`config.mk`:
```
export PLATFORM = sky130hd
export DESIGN_NAME = modbus_rtu_slave_frame_engine
export DESIGN_NICKNAME = d
export VERILOG_FILES = /design/src/hdl/mrtu_pkg.sv /design/src/hdl/mrtu_crc.sv /design/src/hdl/mrtu_regs.sv /design/src/hdl/modbus_rtu_slave_frame_engine.sv
export SDC_FILE = /design/constraint.sdc
export NUM_CORES = 2
export LEC_CHECK = 0
export BUFFER_PORTS_ARGS = -buffer_cell sky130_fd_sc_hd__buf_2
export CORE_UTILIZATION = 45
export CTS_CLUSTER_DIAMETER = 80
export DETAILED_ROUTE_END_ITERATION = 10
export PLACE_DENSITY_LB_ADDON = 0.25
export SKIP_CTS_REPAIR_TIMING = 1
export SYNTH_ARGS = -nofsm -noshare
export SYNTH_HDL_FRONTEND = slang
export SYNTH_SLANG_ARGS = --single-unit
```
`constraint.sdc`:
```
create_clock -name clk -period 8.95 [get_ports clk]
set_clock_uncertainty 0.15 [all_clocks]
set_input_delay 1.79 -clock clk [delete_from_list [all_inputs] [get_ports clk]]
set_output_delay 1.79 -clock clk [all_outputs]
set_load 0.05 [all_outputs]
```
`src/hdl/mrtu_pkg.sv`:
```
// ---------------------------------------------------------------------------
// Modbus RTU frame engine package
// Shared types, constants and a helper function for the frame engine.
// ---------------------------------------------------------------------------
package mrtu_pkg;

  localparam int DEF_HOLDING_REGS  = 64;
  localparam int DEF_INPUT_REGS    = 64;
  localparam int DEF_FRAME_BYTES   = 64;
  localparam int DEF_MAX_READ_REGS = 29;

  localparam logic [15:0] CRC_INIT = 16'hFFFF;
  localparam logic [15:0] CRC_POLY = 16'hA001;
  localparam logic [7:0]  EXC_FLAG = 8'h80;
  localparam logic [15:0] CLAMP_HI = 16'd50;
  localparam logic [15:0] CLAMP_LO = 16'd1;
  localparam logic [16:0] CLAMP_IDX = 17'd52;
  localparam logic [15:0] SINGLE_IDX_A = 16'd30;
  localparam logic [15:0] SINGLE_IDX_B = 16'd32;

  localparam logic [1:0] OP_RX_BYTE   = 2'd0;
  localparam logic [1:0] OP_HOLD_RD   = 2'd1;
  localparam logic [1:0] OP_HOLD_WR   = 2'd2;
  localparam logic [1:0] OP_INPUT_WR  = 2'd3;

  localparam logic [7:0] FC_RD_COILS  = 8'h01;
  localparam logic [7:0] FC_RD_HOLD   = 8'h03;
  localparam logic [7:0] FC_RD_INPUT  = 8'h04;
  localparam logic [7:0] FC_WR_COIL   = 8'h05;
  localparam logic [7:0] FC_WR_SINGLE = 8'h06;
  localparam logic [7:0] FC_WR_MULTI  = 8'h10;

  localparam logic [7:0] EXC_ADDRESS  = 8'h02;
  localparam logic [7:0] EXC_VALUE    = 8'h03;

  localparam logic KIND_LINE  = 1'b0;
  localparam logic KIND_LOCAL = 1'b1;

  typedef struct packed {
    logic [1:0]  operation;
    logic [7:0]  rx_byte;
    logic [5:0]  reg_index;
    logic [15:0] reg_value;
  } in_item_t;

  typedef struct packed {
    logic        kind;
    logic [7:0]  tx_byte;
    logic        last;
    logic [15:0] read_value;
  } out_item_t;

  typedef struct packed {
    logic       init;
    logic       absorb;
    logic [7:0] data;
  } crc_cmd_t;

  typedef struct packed {
    logic hold_we;
    logic input_we;
    logic re;
    logic rsel_input;
  } reg_ctrl_t;

  function automatic logic fc_supported(input logic [7:0] fc);
    return (fc == FC_RD_COILS) || (fc == FC_RD_HOLD) || (fc == FC_RD_INPUT) ||
           (fc == FC_WR_COIL) || (fc == FC_WR_SINGLE) || (fc == FC_WR_MULTI);
  endfunction

endpackage

```
`src/hdl/mrtu_crc.sv`:
```
// ---------------------------------------------------------------------------
// CRC-16/MODBUS bit-serial unit
// Absorbs one byte, then shifts it through one bit per cycle.
// ---------------------------------------------------------------------------
module mrtu_crc
  import mrtu_pkg::*;
(
  input  logic        clk,
  input  logic        rst_n,
  input  crc_cmd_t    cmd,
  output logic [15:0] crc,
  output logic        busy
);

  logic [15:0] crc_r, crc_nxt;
  logic [3:0]  cnt_r, cnt_nxt;

  always_comb begin
    crc_nxt = crc_r;
    cnt_nxt = cnt_r;
    if (cmd.init) begin
      crc_nxt = CRC_INIT;
      cnt_nxt = 4'd0;
    end else if (cmd.absorb) begin
      crc_nxt = crc_r ^ {8'h00, cmd.data};
      cnt_nxt = 4'd8;
    end else if (cnt_r != 4'd0) begin
      crc_nxt = crc_r[0] ? ((crc_r >> 1) ^ CRC_POLY) : (crc_r >> 1);
      cnt_nxt = cnt_r - 4'd1;
    end
  end

  always_ff @(posedge clk) begin
    if (!rst_n) begin
      crc_r <= CRC_INIT;
      cnt_r <= 4'd0;
    end else begin
      crc_r <= crc_nxt;
      cnt_r <= cnt_nxt;
    end
  end

  assign crc  = crc_r;
  assign busy = (cnt_r != 4'd0);

endmodule

```
`src/hdl/mrtu_regs.sv`:
```
// ---------------------------------------------------------------------------
// Register stores
// Holding and input register memories with per-entry valid bits.
// ---------------------------------------------------------------------------
module mrtu_regs
  import mrtu_pkg::*;
#(
  parameter int HOLDING_REGS = DEF_HOLDING_REGS,
  parameter int INPUT_REGS   = DEF_INPUT_REGS
) (
  input  logic        clk,
  input  logic        rst_n,
  input  reg_ctrl_t   ctrl,
  input  logic [7:0]  waddr,
  input  logic [15:0] wdata,
  input  logic [7:0]  raddr,
  output logic [15:0] rdata
);

  localparam int HW = (HOLDING_REGS > 1) ? $clog2(HOLDING_REGS) : 1;
  localparam int IW = (INPUT_REGS > 1) ? $clog2(INPUT_REGS) : 1;

  logic [15:0] hold_mem [HOLDING_REGS];
  logic [15:0] input_mem [INPUT_REGS];
  logic [HOLDING_REGS-1:0] hold_vld_r;
  logic [INPUT_REGS-1:0]   input_vld_r;
  logic [15:0] rdata_r;

  always_ff @(posedge clk) begin
    if (ctrl.hold_we) begin
      hold_mem[waddr[HW-1:0]] <= wdata;
    end
    if (ctrl.input_we) begin
      input_mem[waddr[IW-1:0]] <= wdata;
    end
    if (ctrl.re) begin
      if (ctrl.rsel_input) begin
        rdata_r <= input_vld_r[raddr[IW-1:0]] ? input_mem[raddr[IW-1:0]] : 16'h0000;
      end else begin
        rdata_r <= hold_vld_r[raddr[HW-1:0]] ? hold_mem[raddr[HW-1:0]] : 16'h0000;
      end
    end
  end

  always_ff @(posedge clk) begin
    if (!rst_n) begin
      hold_vld_r  <= '0;
      input_vld_r <= '0;
    end else begin
      if (ctrl.hold_we) begin
        hold_vld_r[waddr[HW-1:0]] <= 1'b1;
      end
      if (ctrl.input_we) begin
        input_vld_r[waddr[IW-1:0]] <= 1'b1;
      end
    end
  end

  assign rdata = rdata_r;

endmodule

```
`src/hdl/modbus_rtu_slave_frame_engine.sv`:
```
// ---------------------------------------------------------------------------
// Modbus RTU slave frame engine
// A received byte runs through the bit-serial CRC before the next is taken.
// A frame-ending byte then emits each response byte once the shared CRC
// unit is free; a multiple write first steps each register through S_WR_REQ0, S_WR_REQ1 and S_WR_DO.
// Local read: result passes the store's read register, then the output register,
// and waits longer under output stall; local writes go straight to the store.
// Synchronous active-low reset; the stores read zero via valid bits, no sweep.
// ---------------------------------------------------------------------------
module modbus_rtu_slave_frame_engine
  import mrtu_pkg::*;
#(
  parameter int HOLDING_REGS  = DEF_HOLDING_REGS,
  parameter int INPUT_REGS    = DEF_INPUT_REGS,
  parameter int FRAME_BYTES   = DEF_FRAME_BYTES,
  parameter int MAX_READ_REGS = DEF_MAX_READ_REGS
) (
  input  logic      clk,
  input  logic      rst_n,
  input  logic      in_valid,
  output logic      in_stall,
  input  in_item_t  in_item,
  output logic      out_valid,
  input  logic      out_stall,
  output out_item_t out_item,
  input  logic      cfg_valid,
  output logic      cfg_ready,
  input  logic [7:0] cfg_data
);

  // The frame buffer is indexed by the byte position; the count must also
  // hold FRAME_BYTES itself to detect overflow.
  localparam int BW = $clog2(FRAME_BYTES);
  localparam int CW = $clog2(FRAME_BYTES + 1);

  typedef enum logic [3:0] {
    S_IDLE, S_RX, S_RXCRC, S_DECIDE, S_HDR, S_RD_REQ, S_RD_HI, S_RD_LO,
    S_WR_REQ0, S_WR_REQ1, S_WR_DO, S_CRC_LO, S_CRC_HI, S_LRD
  } state_t;

  typedef enum logic [1:0] { M_READ, M_ECHO, M_EXC } mode_t;

  state_t    state_r, state_nxt;
  mode_t     mode_r, mode_nxt;
  in_item_t  it_r, it_nxt;
  logic [7:0] dev_addr_r, dev_addr_nxt;
  logic [CW-1:0] count_r, count_nxt;
  logic [7:0] h_r [7];
  logic [7:0] h_nxt [7];
  logic [15:0] start_r, start_nxt;
  logic [15:0] num_r, num_nxt;
  logic [8:0]  k_r, k_nxt;
  logic [2:0]  hk_r, hk_nxt;
  logic [7:0]  exc_r, exc_nxt;
  logic [7:0]  hi_r, hi_nxt;
  logic        out_valid_r, out_valid_nxt;
  out_item_t   out_item_r, out_item_nxt;

  // Frame buffer memory.
  logic [7:0]    fbuf [FRAME_BYTES];
  logic          fb_we;
  logic [BW-1:0] fb_waddr;
  logic [BW-1:0] fb_raddr;
  logic [7:0]    fb_q;

  // Shared CRC unit and register stores.
  crc_cmd_t    crc_cmd;
  logic [15:0] crc;
  logic        crc_busy;
  reg_ctrl_t   rctl;
  logic [7:0]  r_waddr, r_raddr;
  logic [15:0] r_wdata, r_rdata;

  logic accept, out_free, emit_ok;
  logic [7:0]  fc;
  logic [15:0] req_start, req_num;
  logic [16:0] req_sum, req_num2, rd_size, wr_idx;
  logic [9:0]  bw_lo;
  logic [7:0]  hdr_byte;
  logic [2:0]  hdr_last;
  logic [15:0] wr_val;
  logic        frame_done;

  mrtu_crc u_crc (
    .clk   (clk),
    .rst_n (rst_n),
    .cmd   (crc_cmd),
    .crc   (crc),
    .busy  (crc_busy)
  );

  mrtu_regs #(
    .HOLDING_REGS (HOLDING_REGS),
    .INPUT_REGS   (INPUT_REGS)
  ) u_regs (
    .clk   (clk),
    .rst_n (rst_n),
    .ctrl  (rctl),
    .waddr (r_waddr),
    .wdata (r_wdata),
    .raddr (r_raddr),
    .rdata (r_rdata)
  );

  always_ff @(posedge clk) begin
    if (fb_we) begin
      fbuf[fb_waddr] <= it_r.rx_byte;
    end
    fb_q <= fbuf[fb_raddr];
  end

  assign in_stall  = (state_r != S_IDLE);
  assign accept    = in_valid && !in_stall;
  assign cfg_ready = 1'b1;
  assign out_valid = out_valid_r;
  assign out_item  = out_item_r;
  // The output register takes a new transaction when empty or draining.
  assign out_free  = !out_valid_r || !out_stall;
  // Response bytes also run through the CRC, so both must be free.
  assign emit_ok   = out_free && !crc_busy;

  assign fc        = h_r[1];
  assign req_start = {h_r[2], h_r[3]};
  assign req_num   = {h_r[4], h_r[5]};
  assign req_sum   = {1'b0, req_start} + {1'b0, req_num};
  assign req_num2  = {req_num, 1'b0};
  assign rd_size   = (fc == FC_RD_INPUT) ? 17'(INPUT_REGS) : 17'(HOLDING_REGS);
  assign wr_idx    = {1'b0, start_r} + {8'h00, k_r};
  assign bw_lo     = 10'd7 + {k_r, 1'b0};
  assign hdr_last  = (mode_r == M_ECHO) ? 3'd5 : 3'd2;

  // A function 0x10 frame is complete after 9 plus its byte count bytes.
  always_comb begin
    if (fc == FC_WR_MULTI) begin
      frame_done = (10'(count_r) == 10'd9 + {2'b00, h_r[6]}) && (10'(count_r) >= 10'd9);
    end else begin
      frame_done = (10'(count_r) == 10'd8);
    end
  end

  always_comb begin
    unique case (mode_r)
      M_ECHO: hdr_byte = h_r[hk_r];
      M_READ: begin
        unique case (hk_r)
          3'd0:    hdr_byte = h_r[0];
          3'd1:    hdr_byte = h_r[1];
          default: hdr_byte = {num_r[6:0], 1'b0};
        endcase
      end
      default: begin
        unique case (hk_r)
          3'd0:    hdr_byte = h_r[0];
          3'd1:    hdr_byte = h_r[1] | EXC_FLAG;
          default: hdr_byte = exc_r;
        endcase
      end
    endcase
  end

  // Register 52 of a multiple write is clamped to the range 1 to 50.
  always_comb begin
    wr_val = {hi_r, fb_q};
    if (wr_idx == CLAMP_IDX) begin
      if (wr_val < CLAMP_LO) begin
        wr_val = CLAMP_LO;
      end else if (wr_val > CLAMP_HI) begin
        wr_val = CLAMP_HI;
      end
    end
  end

  always_comb begin
    state_nxt     = state_r;
    mode_nxt      = mode_r;
    it_nxt        = it_r;
    dev_addr_nxt  = dev_addr_r;
    count_nxt     = count_r;
    h_nxt         = h_r;
    start_nxt     = start_r;
    num_nxt       = num_r;
    k_nxt         = k_r;
    hk_nxt        = hk_r;
    exc_nxt       = exc_r;
    hi_nxt        = hi_r;
    out_valid_nxt = out_valid_r && out_stall;
    out_item_nxt  = out_item_r;
    crc_cmd       = '0;
    rctl          = '0;
    r_waddr       = 8'(in_item.reg_index);
    r_wdata       = in_item.reg_value;
    r_raddr       = 8'(in_item.reg_index);
    fb_we         = 1'b0;
    fb_waddr      = count_r[BW-1:0];
    fb_raddr      = bw_lo[BW-1:0];

    if (cfg_valid && cfg_ready) begin
      dev_addr_nxt = cfg_data;
    end

    unique case (state_r)
      S_IDLE: begin
        if (accept) begin
          it_nxt = in_item;
          unique case (in_item.operation)
            OP_RX_BYTE: state_nxt = S_RX;
            OP_HOLD_RD: begin
              rctl.re   = 1'b1;
              state_nxt = S_LRD;
            end
            OP_HOLD_WR: begin
              rctl.hold_we = (32'(in_item.reg_index) < HOLDING_REGS);
            end
            default: begin
              rctl.input_we = (32'(in_item.reg_index) < INPUT_REGS);
            end
          endcase
        end
      end

      S_LRD: begin
        if (out_free) begin
          out_valid_nxt           = 1'b1;
          out_item_nxt.kind       = KIND_LOCAL;
          out_item_nxt.tx_byte    = 8'h00;
          out_item_nxt.last       = 1'b0;
          out_item_nxt.read_value =
            (32'(it_r.reg_index) < HOLDING_REGS) ? r_rdata : 16'h0000;
          state_nxt = S_IDLE;
        end
      end

      S_RX: begin
        if (32'(count_r) >= FRAME_BYTES) begin
          // Overflow drops the whole frame.
          count_nxt    = '0;
          crc_cmd.init = 1'b1;
          state_nxt    = S_IDLE;
        end else begin
          fb_we     = 1'b1;
          count_nxt = count_r + CW'(1);
          if (32'(count_r) < 7) begin
            h_nxt[count_r[2:0]] = it_r.rx_byte;
          end
          if ((count_r == '0) && (it_r.rx_byte != dev_addr_r) &&
              (it_r.rx_byte != 8'h00)) begin
            count_nxt    = '0;
            crc_cmd.init = 1'b1;
            state_nxt    = S_IDLE;
          end else if ((32'(count_r) == 1) && !fc_supported(it_r.rx_byte)) begin
            count_nxt    = '0;
            crc_cmd.init = 1'b1;
            state_nxt    = S_IDLE;
          end else begin
            crc_cmd.absorb = 1'b1;
            crc_cmd.data   = it_r.rx_byte;
            state_nxt      = S_RXCRC;
          end
        end
      end

      S_RXCRC: begin
        if (!crc_busy) begin
          if (!frame_done) begin
            state_nxt = S_IDLE;
          end else if (crc != 16'h0000) begin
            count_nxt    = '0;
            crc_cmd.init = 1'b1;
            state_nxt    = S_IDLE;
          end else begin
            state_nxt = S_DECIDE;
          end
        end
      end

      S_DECIDE: begin
        // The frame is good: restart reception and seed the response CRC.
        count_nxt    = '0;
        crc_cmd.init = 1'b1;
        start_nxt    = req_start;
        num_nxt      = req_num;
        k_nxt        = '0;
        hk_nxt       = '0;
        state_nxt    = S_HDR;
        priority if ((fc == FC_RD_HOLD) || (fc == FC_RD_INPUT)) begin
          if ((req_num == 16'h0000) || (32'(req_num) > MAX_READ_REGS)) begin
            mode_nxt = M_EXC;
            exc_nxt  = EXC_VALUE;
          end else if (req_sum > rd_size) begin
            mode_nxt = M_EXC;
            exc_nxt  = EXC_ADDRESS;
          end else begin
            mode_nxt = M_READ;
          end
        end else if (fc == FC_WR_SINGLE) begin
          if (32'(req_start) >= HOLDING_REGS) begin
            mode_nxt = M_EXC;
            exc_nxt  = EXC_ADDRESS;
          end else begin
            mode_nxt     = M_ECHO;
            r_waddr      = req_start[7:0];
            r_wdata      = req_num;
            rctl.hold_we = (req_start == SINGLE_IDX_A) || (req_start == SINGLE_IDX_B);
          end
        end else if (fc == FC_WR_MULTI) begin
          if ((req_num == 16'h0000) || ({9'h000, h_r[6]} != req_num2)) begin
            mode_nxt = M_EXC;
            exc_nxt  = EXC_VALUE;
          end else if (req_sum > 17'(HOLDING_REGS)) begin
            mode_nxt = M_EXC;
            exc_nxt  = EXC_ADDRESS;
          end else begin
            mode_nxt  = M_ECHO;
            state_nxt = S_WR_REQ0;
          end
        end else begin
          // Functions 1 and 5 are accepted without a response.
          state_nxt = S_IDLE;
        end
      end

      S_WR_REQ0: begin
        fb_raddr  = bw_lo[BW-1:0];
        state_nxt = S_WR_REQ1;
      end

      S_WR_REQ1: begin
        hi_nxt    = fb_q;
        fb_raddr  = BW'(bw_lo + 10'd1);
        state_nxt = S_WR_DO;
      end

      S_WR_DO: begin
        rctl.hold_we = 1'b1;
        r_waddr      = wr_idx[7:0];
        r_wdata      = wr_val;
        k_nxt        = k_r + 9'd1;
        if (16'(k_r + 9'd1) == num_r) begin
          state_nxt = S_HDR;
        end else begin
          state_nxt = S_WR_REQ0;
        end
      end

      S_HDR: begin
        if (emit_ok) begin
          out_valid_nxt  = 1'b1;
          out_item_nxt   = '{kind: KIND_LINE, tx_byte: hdr_byte, last: 1'b0,
                             read_value: 16'h0000};
          crc_cmd.absorb = 1'b1;
          crc_cmd.data   = hdr_byte;
          hk_nxt         = hk_r + 3'd1;
          if (hk_r == hdr_last) begin
            state_nxt = (mode_r == M_READ) ? S_RD_REQ : S_CRC_LO;
          end
        end
      end

      S_RD_REQ: begin
        rctl.re         = 1'b1;
        rctl.rsel_input = (fc == FC_RD_INPUT);
        r_raddr         = wr_idx[7:0];
        state_nxt       = S_RD_HI;
      end

      S_RD_HI: begin
        if (emit_ok) begin
          out_valid_nxt  = 1'b1;
          out_item_nxt   = '{kind: KIND_LINE, tx_byte: r_rdata[15:8], last: 1'b0,
                             read_value: 16'h0000};
          crc_cmd.absorb = 1'b1;
          crc_cmd.data   = r_rdata[15:8];
          state_nxt      = S_RD_LO;
        end
      end

      S_RD_LO: begin
        if (emit_ok) begin
          out_valid_nxt  = 1'b1;
          out_item_nxt   = '{kind: KIND_LINE, tx_byte: r_rdata[7:0], last: 1'b0,
                             read_value: 16'h0000};
          crc_cmd.absorb = 1'b1;
          crc_cmd.data   = r_rdata[7:0];
          k_nxt          = k_r + 9'd1;
          state_nxt      = (16'(k_r + 9'd1) == num_r) ? S_CRC_LO : S_RD_REQ;
        end
      end

      S_CRC_LO: begin
        if (emit_ok) begin
          out_valid_nxt = 1'b1;
          out_item_nxt  = '{kind: KIND_LINE, tx_byte: crc[7:0], last: 1'b0,
                            read_value: 16'h0000};
          state_nxt     = S_CRC_HI;
        end
      end

      S_CRC_HI: begin
        if (emit_ok) begin
          out_valid_nxt = 1'b1;
          out_item_nxt  = '{kind: KIND_LINE, tx_byte: crc[15:8], last: 1'b1,
                            read_value: 16'h0000};
          crc_cmd.init  = 1'b1;
          state_nxt     = S_IDLE;
        end
      end

      default: state_nxt = S_IDLE;
    endcase
  end

  always_ff @(posedge clk) begin
    if (!rst_n) begin
      state_r     <= S_IDLE;
      mode_r      <= M_ECHO;
      dev_addr_r  <= 8'd1;
      count_r     <= '0;
      out_valid_r <= 1'b0;
    end else begin
      state_r     <= state_nxt;
      mode_r      <= mode_nxt;
      dev_addr_r  <= dev_addr_nxt;
      count_r     <= count_nxt;
      out_valid_r <= out_valid_nxt;
    end
    it_r       <= it_nxt;
    h_r        <= h_nxt;
    start_r    <= start_nxt;
    num_r      <= num_nxt;
    k_r        <= k_nxt;
    hk_r       <= hk_nxt;
    exc_r      <= exc_nxt;
    hi_r       <= hi_nxt;
    out_item_r <= out_item_nxt;
  end

endmodule
```
==> metrics.md <==
| Metric | Value |
|---|---|
| RSZ-0062 raised after global routing | no |
| Longest Clk Path Bufs | 4 |
| Layout cells sized above 1 | 0.157 |
| Final net count | between 7000 and 8000 |
| Syn-to-layout area delta | 12.8% |
| Port bufs | 72 |
| Cell type with the largest total area after synthesis | edfxtp_1 |
| Peak supply drop | around 260 uV |
| Slowest cell delay on critical path | roughly 900 ps |
| Vias in the first global route | 66600 |
| Final Cycle Share | 0.675 |
| Root Buffer | clkbuf_16 |
| Yosys top cell area share | 0.702 |
| Class of the worst hold path | reg2reg |
| Starting Density | 0.453 |
| HPWL after DPL | 190 mm |
| Leak | 42.8 nW |
| Post-synth top cells | edfxtp_1 (2726), nand2_1 (1131), nor2_1 (389) |
| Die X | a little over 500 um |
| Initial antenna violation count | 26 |
| Crit-path cells | nand4bb_1 > buf_4 > mux2_8 > buf_12 > buf_4 > mux4_2 > nand2_1 > a21oi_1 > nor3_1 > o32ai_1 > a32o_1 |
| CP bufs+invs | 3 |
| Final min period | slightly above 6000 ps |
| Crit-path slowest cell | dfxtp_1 |
| Worst R2R Setup Slack | roughly 2900 ps |
| H-tree levels | 5 |
| Chip height | 511 um |
| Worst setup EP type | register |
| Post-synth cell types | between 80 and 90 |
| Fmax | between 0.15 and 0.2 GHz |
| CTS Buf Count | between 300 and 400 |
| Result of the run | complete, no violations |
| Rows | 186 |
| Setup violators final | 0 |
| CP Max Fanout | 72 |
| Core area | about 260000 um2 |
| Sequential share of the synthesized area | 0.732 |
| Cell area after synthesis | between 100000 and 150000 um2 |
| CP dominant cell by count | buf_4 |
| Delay-heaviest family, CP | multiplexers |
| Worst rel slew slack | 0.0790 |
| Top post-synthesis cells by area | edfxtp_1 (70%), mux4_2 (7.2%), nand2_1 (3.6%) |
| Post-Syn Area per Cell | ~16 um2 |
| Drt first pass iters | 6 |
| Cell area after layout | between 100000 and 150000 um2 |
| Final core occ | 0.511 |
| Yosys Warn Count | 0 |
| Initial drt markers | ~8600 |
| RD Place Congestion | just under 0.9 |
| Largest net degree at the start of global routing | ~140 |
| Worst Path Required | roughly 9400 ps |
| Gr usage total | 0.244 |
| CP startpoint kind | register |
| Setup TNS | 0 ps |
| Vias per Instance | roughly 6.1 |
| CTS tree | built |
| First-pass GRT wire length | 471 mm |
| Max Slew Vio Count | 0 |
| Boundary pin count | 74 |
| Clk slew on worst S/H paths | around 60 ps |
| # DRC | 0 |
| Ys async rst share | 0 |
| Syn_nets | roughly 7500 |
| Cells after Synth | between 7000 and 8000 |
| Routed wire length per instance | 28.9 um |
| Actual slew at the worst max-slew pin | around 1400 ps |
| Post-Route WL | approximately 320 mm |
| Area after DPL | between 100000 and 150000 um2 |
| Vias | between 60000 and 70000 |
| ANT nets after route | 0 |
| Final count of hold timing violations | 0 |
| Most numerous cell in the Yosys netlist | edfxtp_1 |
| Critical Path AT | approximately 6500 ps |
| Critical path type | reg2reg |
| Clock Latency Late Sink | between 800 and 900 ps |
| Global route overflow | 0 |
| Sink Count | between 2000 and 3000 |
| EDFF count, synth | between 2000 and 3000 |
| Cell Pwr Density | 251 nW/um2 |
| Post-synth top flop | edfxtp_1 |
| Yosys reg bits | approximately 2900 |
| Max capacitance violation total | 0 |
| Die area | between 200000 and 300000 um2 |
[layout make-up]
cell class	count	area [um2]
fillers	20900	126000
flip-flops and latches	2904	85400
multi-input cells	4039	29600
clock buffers	396	8390
well taps	3384	4230
repair buffers	316	2410
clock inverters	162	1390
inverters	48	188
diodes	5	12.5
[layer usage]
layer,part of all wire,vias to the layer above,global-route usage
li1,-,29400,-
met5,0.00036,-,0
met1,0.41,35400,0.347
met4,0.031,18,0.0777
met3,0.096,528,0.0475
met2,0.46,3430,0.380
[path summary, 6_finish.rpt]
| kind | startpoint | endpoint | depth (start not counted) |
|---|---|---|---|
| worst max-delay path | state_r[3] | u_regs.rdata[2] | 11 |
| worst min-delay path | u_regs.hold_vld_r[43] | u_regs.hold_vld_r[43] | 1 |
| worst max register to register | state_r[3] | u_regs.rdata[2] | 11 |
| worst min register to register | u_regs.hold_vld_r[43] | u_regs.hold_vld_r[43] | 1 |
[layout by cell type, fill, tap and decap left out, types with 50 or more instances in the layout]
cell / instances
nand3_1: 285
clkinv_2: 50
nor3_1: 65
dfxtp_1: 178
edfxtp_1: 2726
a311oi_1: 88
nand2_1: 1131
o21a_1: 167
a32oi_1: 155
nor2_1: 345
mux2i_1: 214
clkinv_1: 65
clkbuf_16: 318
mux4_2: 372
buf_2: 71
o21ai_0: 195
a21oi_1: 356
buf_4: 227
clkbuf_1: 64
[flip-flops by register name, summed over array words and instances (netlist names), 7 cells and up]
register,flops
u_crc.crc,16
u_regs.hold_mem,1024
u_regs.input_vld_r,64
fbuf,512
k_r,9
it_r,8
u_regs.input_mem,1024
u_regs.hold_vld_r,64
hi_r,8
fc,8
out_item,26
num_r,16
u_regs.rdata,16
h_r,48
dev_addr_r,8
count_r,7
fb_q,8
start_r,16
exc_r,8
[cells by family (layout without fill, tap and decap cells)]
| family | after synthesis | after routing | share of synthesized area |
|---|---|---|---|
| fa+ha+maj | 39 | 39 | 0.00431 |
| buf+inv | 501 | 922 | 0.0188 |
| compound gates | 1264 | 1264 | 0.0730 |
| simple gates | 2076 | 2076 | 0.0756 |
| xor+xnor | 57 | 57 | 0.00428 |
| flops | 2904 | 2904 | 0.732 |
| mux | 602 | 602 | 0.0918 |
| other cells | 1 | 6 | 0.0000321 |
[through the flow]
| stage | hold WS (ps) | setup WS, ps | power [W] | std cells |
|---|---|---|---|---|
| after floorplan | 281 | 183 | 0.0189 | 7444 |
| after global placement | 292 | 2600 | 0.0207 | 10700 |
| after detailed placement | 298 | 2600 | 0.0208 | 10700 |
| after CTS | 311 | 2950 | 0.0331 | 11200 |
| after global routing | 326 | 2560 | 0.0339 | 11300 |
| final | 309 | 2910 | 0.0330 | 11300 |
[power breakdown]
part / switching (W) / leakage (nW) / internal, W / total (W)
Clock: 0.00528 / 4.79 / 0.00715 / 0.0124
Combinational: 0.00355 / 12.0 / 0.00147 / 0.00502
Sequential: 0.000221 / 25.9 / 0.0153 / 0.0155
[worst reg2reg max path, cell delays in order (launching register included)]
cell and delay (ps):
dfxtp_1 900, nand4bb_1 280, buf_4 350, mux2_8 720
buf_12 460, buf_4 660, mux4_2 620, nand2_1 80
a21oi_1 80, nor3_1 640, o32ai_1 480, a32o_1 350
Power figures use the tool's default switching activity.
